<file path="src/hw/rtl/rmid_pkg.sv">
// ----------------------------------------------------------------------------
// rmid_pkg
// Shared types and constants of the running median block.
// ----------------------------------------------------------------------------
package rmid_pkg;

    localparam int DEFAULT_CAPACITY = 64;
    localparam int VALUE_W  = 32;
    localparam int MEDIAN_W = 33;
    localparam int COUNT_W  = 7;

    typedef enum logic [1:0] {
        ST_OK     = 2'd0,
        ST_FULL   = 2'd1,
        ST_ABSENT = 2'd2,
        ST_EMPTY  = 2'd3
    } status_t;

    localparam logic KIND_INSERT = 1'b0;
    localparam logic KIND_DELETE = 1'b1;

endpackage

</file>
<file path="src/hw/rtl/running_median_insert_delete_core.sv">
// ----------------------------------------------------------------------------
// running_median_insert_delete_core
// Running median over a sorted multiset of signed Q16.16 samples.
// ----------------------------------------------------------------------------
// Usage:
//   Input channel (valid/ready): kind (0 insert, 1 delete one copy), value.
//   Output channel (valid/ready): median_doubled, element_count, status.
//   Every item gives exactly one result item.
//   The values are kept ascending in one single-port-per-side synchronous
//   memory (one write, one registered read per cycle). An item walks the
//   array once: a scan finds the position, then the tail is shifted up
//   (insert) or down (delete) one entry a cycle, with a registered
//   read-modify-write pipeline. The two middle entries are then read back.
//   Accept to result: the scan and the shift touch each entry once, then
//   the middle entries are read back; full insert and empty delete skip
//   the scan and the shift. The pace of items is set by the memory port
//   walking the array entry by entry.
//   Reset empties the store at once (count to zero); the memory is not
//   cleared, since only entries below the count are ever used.
//   A result waits in the output register while the receiver stalls; the
//   next item is accepted only after the result has been taken.
//   Full insert, absent delete and empty delete leave the store unchanged.
// ----------------------------------------------------------------------------
module running_median_insert_delete_core #(
    parameter int CAPACITY = rmid_pkg::DEFAULT_CAPACITY
) (
    input  logic                                clk,
    input  logic                                rst_n,
    input  logic                                in_valid,
    output logic                                in_ready,
    input  logic                                kind,
    input  logic signed [rmid_pkg::VALUE_W-1:0] value,
    output logic                                out_valid,
    input  logic                                out_ready,
    output logic signed [rmid_pkg::MEDIAN_W-1:0] median_doubled,
    output logic [rmid_pkg::COUNT_W-1:0]        element_count,
    output logic [1:0]                          status
);
    localparam int AW = (CAPACITY > 1) ? $clog2(CAPACITY) : 1;
    localparam int CW = $clog2(CAPACITY + 1);

    typedef logic signed [rmid_pkg::VALUE_W-1:0] val_t;

    typedef enum logic [3:0] {
        S_IDLE, S_SCAN, S_SCAN_W, S_INS, S_DEL, S_MID0, S_MID1, S_MID2, S_OUT
    } state_t;

    // memory
    val_t            mem [CAPACITY];
    logic [AW-1:0]   rd_addr;
    logic            rd_en;
    val_t            rd_data_reg;
    logic [AW-1:0]   wr_addr;
    logic            wr_en;
    val_t            wr_data;

    always_ff @(posedge clk)
    begin
        if (wr_en)
            mem[wr_addr] <= wr_data;
        if (rd_en)
            rd_data_reg <= mem[rd_addr];
    end

    state_t          state_reg;
    logic [CW-1:0]   count_reg;
    logic [CW-1:0]   idx_reg;     // address issued in the previous cycle
    logic            kind_reg;
    val_t            val_reg;
    val_t            carry_reg;   // value to store at the next higher slot
    val_t            lo_reg;
    rmid_pkg::status_t st_reg;
    logic signed [rmid_pkg::MEDIAN_W-1:0] med_reg;
    logic            out_valid_reg;
    logic            hit;

    logic [CW-1:0]   mid;
    assign mid = count_reg >> 1;

    // combinational memory controls
    always_comb
    begin
        rd_en   = 1'b0;
        rd_addr = '0;
        wr_en   = 1'b0;
        wr_addr = '0;
        wr_data = carry_reg;
        unique case (state_reg)
            S_IDLE:
            begin
                rd_en   = 1'b1;
                rd_addr = '0;
            end
            S_SCAN:
            begin
                // insert position found: new value goes to idx
                if (hit && kind_reg == rmid_pkg::KIND_INSERT)
                begin
                    wr_en   = 1'b1;
                    wr_addr = AW'(idx_reg);
                    wr_data = val_reg;
                end
                rd_en   = 1'b1;
                rd_addr = AW'(idx_reg + CW'(1));
            end
            S_INS:
            begin
                // rd_data is old entry idx; write carry there, read next
                wr_en   = 1'b1;
                wr_addr = AW'(idx_reg);
                wr_data = carry_reg;
                rd_en   = 1'b1;
                rd_addr = AW'(idx_reg + CW'(1));
            end
            S_DEL:
            begin
                // rd_data is entry idx; store it at idx-1
                wr_en   = 1'b1;
                wr_addr = AW'(idx_reg - CW'(1));
                wr_data = rd_data_reg;
                rd_en   = 1'b1;
                rd_addr = AW'(idx_reg + CW'(1));
            end
            S_MID0:
            begin
                rd_en   = 1'b1;
                rd_addr = (mid == '0) ? '0 : AW'(mid - CW'(1));
            end
            S_MID1:
            begin
                rd_en   = 1'b1;
                rd_addr = AW'(mid);
            end
            default: ;
        endcase
    end

    always_comb
    begin
        if (kind_reg == rmid_pkg::KIND_INSERT)
            hit = rd_data_reg > val_reg;
        else
            hit = rd_data_reg == val_reg;
    end

    always_ff @(posedge clk or negedge rst_n)
    begin
        if (!rst_n)
        begin
            state_reg     <= S_IDLE;
            count_reg     <= '0;
            out_valid_reg <= 1'b0;
            idx_reg       <= '0;
        end
        else
        begin
            unique case (state_reg)
                S_IDLE:
                begin
                    if (in_valid)
                    begin
                        kind_reg <= kind;
                        val_reg  <= value;
                        idx_reg  <= '0;
                        carry_reg <= value;
                        if (kind == rmid_pkg::KIND_INSERT &&
                            count_reg >= CW'(CAPACITY))
                        begin
                            st_reg    <= rmid_pkg::ST_FULL;
                            state_reg <= S_MID0;
                        end
                        else if (kind == rmid_pkg::KIND_DELETE &&
                                 count_reg == '0)
                        begin
                            st_reg    <= rmid_pkg::ST_EMPTY;
                            state_reg <= S_MID0;
                        end
                        else
                        begin
                            st_reg <= rmid_pkg::ST_OK;
                            if (count_reg == '0)
                                state_reg <= S_SCAN_W; // insert into empty
                            else
                                state_reg <= S_SCAN;
                        end
                    end
                end
                S_SCAN:
                begin
                    // rd_data_reg is entry idx
                    if (hit)
                    begin
                        if (kind_reg == rmid_pkg::KIND_INSERT)
                        begin
                            // old entry idx moves up one slot
                            carry_reg <= rd_data_reg;
                            idx_reg   <= idx_reg + CW'(1);
                            state_reg <= S_INS;
                        end
                        else if (idx_reg + CW'(1) >= count_reg)
                        begin
                            count_reg <= count_reg - CW'(1);
                            state_reg <= S_MID0;
                        end
                        else
                        begin
                            idx_reg   <= idx_reg + CW'(1);
                            state_reg <= S_DEL;
                        end
                    end
                    else if (idx_reg + CW'(1) >= count_reg)
                    begin
                        if (kind_reg == rmid_pkg::KIND_INSERT)
                        begin
                            idx_reg   <= idx_reg + CW'(1);
                            state_reg <= S_SCAN_W;
                        end
                        else
                        begin
                            st_reg    <= rmid_pkg::ST_ABSENT;
                            state_reg <= S_MID0;
                        end
                    end
                    else
                        idx_reg <= idx_reg + CW'(1);
                end
                S_SCAN_W:
                begin
                    // append at idx: single write done via S_INS last step
                    state_reg <= S_INS;
                end
                S_INS:
                begin
                    carry_reg <= rd_data_reg;
                    if (idx_reg >= count_reg)
                    begin
                        count_reg <= count_reg + CW'(1);
                        state_reg <= S_MID0;
                    end
                    else
                        idx_reg <= idx_reg + CW'(1);
                end
                S_DEL:
                begin
                    if (idx_reg + CW'(1) >= count_reg)
                    begin
                        count_reg <= count_reg - CW'(1);
                        state_reg <= S_MID0;
                    end
                    else
                        idx_reg <= idx_reg + CW'(1);
                end
                S_MID0:
                begin
                    state_reg <= S_MID1;
                end
                S_MID1:
                begin
                    lo_reg    <= rd_data_reg;
                    state_reg <= S_MID2;
                end
                S_MID2:
                begin
                    if (count_reg == '0)
                        med_reg <= '0;
                    else if (count_reg[0])
                        med_reg <= {rd_data_reg, 1'b0};
                    else
                        med_reg <= {lo_reg[rmid_pkg::VALUE_W-1], lo_reg} +
                                   {rd_data_reg[rmid_pkg::VALUE_W-1], rd_data_reg};
                    out_valid_reg <= 1'b1;
                    state_reg     <= S_OUT;
                end
                S_OUT:
                begin
                    if (out_ready)
                    begin
                        out_valid_reg <= 1'b0;
                        state_reg     <= S_IDLE;
                    end
                end
                default: state_reg <= S_IDLE;
            endcase
        end
    end

    assign in_ready       = (state_reg == S_IDLE);
    assign out_valid      = out_valid_reg;
    assign median_doubled = med_reg;
    assign element_count  = rmid_pkg::COUNT_W'(count_reg);
    assign status         = st_reg;

endmodule

</file>
<file path="config.mk">
export PLATFORM = sky130hd
export DESIGN_NAME = running_median_insert_delete_core
export DESIGN_NICKNAME = d
export VERILOG_FILES = /design/src/hw/rtl/rmid_pkg.sv /design/src/hw/rtl/running_median_insert_delete_core.sv
export SDC_FILE = /design/constraint.sdc
export NUM_CORES = 2
export LEC_CHECK = 0
export ABC_AREA = 1
export BUFFER_PORTS_ARGS = -buffer_cell sky130_fd_sc_hd__buf_4
export CORE_UTILIZATION = 60
export CTS_CLUSTER_DIAMETER = 100
export CTS_CLUSTER_SIZE = 16
export DETAILED_ROUTE_END_ITERATION = 10
export PLACE_DENSITY = 0.86
export SKIP_CTS_REPAIR_TIMING = 1
export SYNTH_ARGS = -nofsm -noshare
export SYNTH_HDL_FRONTEND = slang
export SYNTH_SLANG_ARGS = --single-unit
</file>
<file path="constraint.sdc">
create_clock -name clk -period 8.6 [get_ports clk]
set_input_delay 1.29 -clock clk [delete_from_list [all_inputs] [get_ports clk]]
set_output_delay 1.29 -clock clk [all_outputs]
set_load 0.01 [all_outputs]
</file>
==> reports/qor.yml <==
run_status:
  status: "finished clean"
cts:
  cts_buffer_depth: 3
  clock_latency_ns: 0.84
  htreeDepth: 4
  clk_pin_slew_ns: 0.08
  cts_tree: "yes"
  clockRootBuffer: "clkbuf_16"
  cts_buffers: 157
  cts.sinks: 2231
global_routing:
  overflow: 0
  antenna_found_initial: 5
  grt_usage_pct: 32.6
  grt_start_max_net_pins: 242
  grt_first_pass_wirelength_um: 387000
  grt_pass1_vias: 61085
setup_path:
  slowest_stage: "buf_4"
  max_stage_delay_ns: 0.94
  required_ns: 9.15
  critical_path_class: "flip-flop to flip-flop"
  worst-path-max-fanout: 241
  ff2ff_setup_slack_ns: 3.00
  crit_top_cell: "nand3_1"
  path_delay_family: "simple AND/OR/NAND/NOR gates"
  path_cells: "nor2_1 > inv_2 > nor2_4 > nor2_8 > inv_2 > nand2_1 > nand3_4 > buf_12 > buf_4 > nand2_1 > o211ai_1 > nand3_1 > nand3_1 > nand3_1 > nand3_1 > nand2_1"
  cp.arrival_ns: 6.14
  end_kind: "flip-flop"
  cp-start-kind: "flip-flop"
  critPathBufInv: 4
synthesis:
  syn-num-nets: 8012
  synth_xor_area_share_pct: 0.284
  synthArstFlopShare_pct: 0.852
  syn_area_um2: 95600
  synth_edf_count: 2212
  synth_seq_area_share_pct: 70.0
  yosys.area_share.simple_pct: 12.5
  syn_avg_cell_area_um2: 12.1
  yosys_most_used_dff: "edfxtp_1"
  syn_inst: 7886
  synth_compound_area_share_pct: 9.42
  synthDistinctLibCells: 52
  synthAdderAreaFrac_pct: 1.18
  synth_top_family_by_area: "simple AND/OR/NAND/NOR gates"
  synthMuxAreaShare_pct: 0
  ys_warn_count: 0
  ys_ff_latch: 2231
detailed_routing:
  post_drt_wl_per_cell_um: 27.1
  initialDrtViolationCount: 12103
  drt_wl_total_um: 266000
  num_vias: 64183
  via_per_inst: 6.53
  ant_nets: 0
  drc: 0
  drt-pass1-iter-count: 7
floorplanning:
  dieArea_um2: 161000
  core_area_um2: 158000
  initial_core_util_pct: 60.4
  die_height_um: 401
  io-pin-count: 81
  die_w_um: 401
  std_cell_rows: 146
timing:
  final-setup-viol-count: 0
  tightest_slew_ns: 1.40
  drv_slew: 0
  max_freq_mhz: 179
  max-slew-margin-rel_pct: 6.99
  setup_tns_ns: 0
  fin_worst_skew_ns: 0.0482
  finalHoldViolations: 0
  finalCriticalPeriod_ns: 5.60
  period_share_pct: 65.1
  rsz0062_at_grt: "false"
place:
  place_hpwl_um: 150000
  place.gp.congestion: 0.979
  portBuffers: 80
min_path:
  hp-class: "primary input to asynchronous set/reset pin"
layout:
  nets: 7861
  regArea_um2: 66900
  area_growth_pct: 7.00
  largest_reg_flops: 2048
  top_register: "mem"
  fillCellCount: 10563
  multi_input_area_um2: 22900
  drive_gt1_share_pct: 5.89
run:
  cap_violations: 0
[final cells by class]
type | instances | area share [%]
Clock buffer | 169 | 3.97
Inverter | 1111 | 4.10
Tap cell | 2072 | 2.54
Timing Repair Buffer | 163 | 1.36
Antenna cell | 2 | 0.00489
Clock inverter | 12 | 0.174
Sequential cell | 2231 | 65.4
Multi-Input combinational cell | 4071 | 22.4
[cell families (layout without fill, tap and decap cells)]
group / Yosys count / count (layout)
fa+ha+maj: 89 / 89
buf+inv: 1584 / 1455
flops: 2231 / 2231
compound gates: 1276 / 1276
other cells: 0 / 2
xor+xnor: 31 / 31
simple gates: 2675 / 2675
[synth_stat cells, types with 29 or more instances]
cell,instances,area [µm²]
ha_1,87,1090
nor2_1,171,642
o211ai_1,989,7420
edfxtp_1,2212,66400
o21ai_0,96,480
a21oi_1,101,505
clkbuf_1,170,638
inv_1,1098,4120
or2_1,145,907
buf_1,38,143
o21ai_1,29,145
nand3_1,1071,5360
nand2_1,1219,4580
buf_2,252,1260
[path summary, 6_finish.rpt]
path / start / endpoint / depth (start not counted)
worst min register to register: rd_data_reg[16] / lo_reg[16] / 0
worst max register to register: state_reg[1] / rd_data_reg[12] / 16
worst min-delay path: rst_n / out_valid / 1
worst max-delay path: state_reg[1] / rd_data_reg[12] / 16
max in group asynchronous: rst_n / idx_reg[6] / 1
min in group clk: rd_data_reg[16] / lo_reg[16] / 0
[worst register-to-register path, delay by kind of cell, from the launching register on]
kind                   cells  cell delay [ns]
buffers and inverters      4             2.17
AOI/OAI and AO/OA          1             0.14
DFF                        1             0.45
and+or+nand+nor           11             2.54
[metrics by stage]
step	setup slack [ns]	utilization [%]	area, µm²	instances	hold WS [ns]
after global placement	3.46	62.0	98000	9648	0.501
after floorplan	4.14	-	95600	7886	0.480
after CTS	3.35	64.6	102000	9829	0.325
after global routing	2.84	64.6	102000	9829	0.345
final	3.00	64.6	102000	9831	0.342
after detailed placement	3.41	62.0	98000	9648	0.516
[layout by cell type, fill, tap and decap left out, drive strengths merged, types with 8 or more instances in the layout]
cell    instances
ha             87
nand3        1073
nand4          23
nand2        1221
o211ai        989
or2           163
xor2           19
buf           163
a21oi         101
a21o            8
clkbuf        169
nor2          176
dfrtp          19
clkinv          8
o21bai          8
xnor2          12
inv          1115
edfxtp       2212
o21ai         128
nor3           12
o22ai          23
[per-layer routing]
layer	global-route usage, %	part of all wire, %	wire length (µm)
met1	43.3	34	91400
met2	46.6	43	114000
met3	9.27	15	39400
met4	23.2	8.2	21800
met5	0	0.0083	22
Power is not shown: default switching activity piles up to over one toggle a cycle in this logic, so the estimate is an artifact.
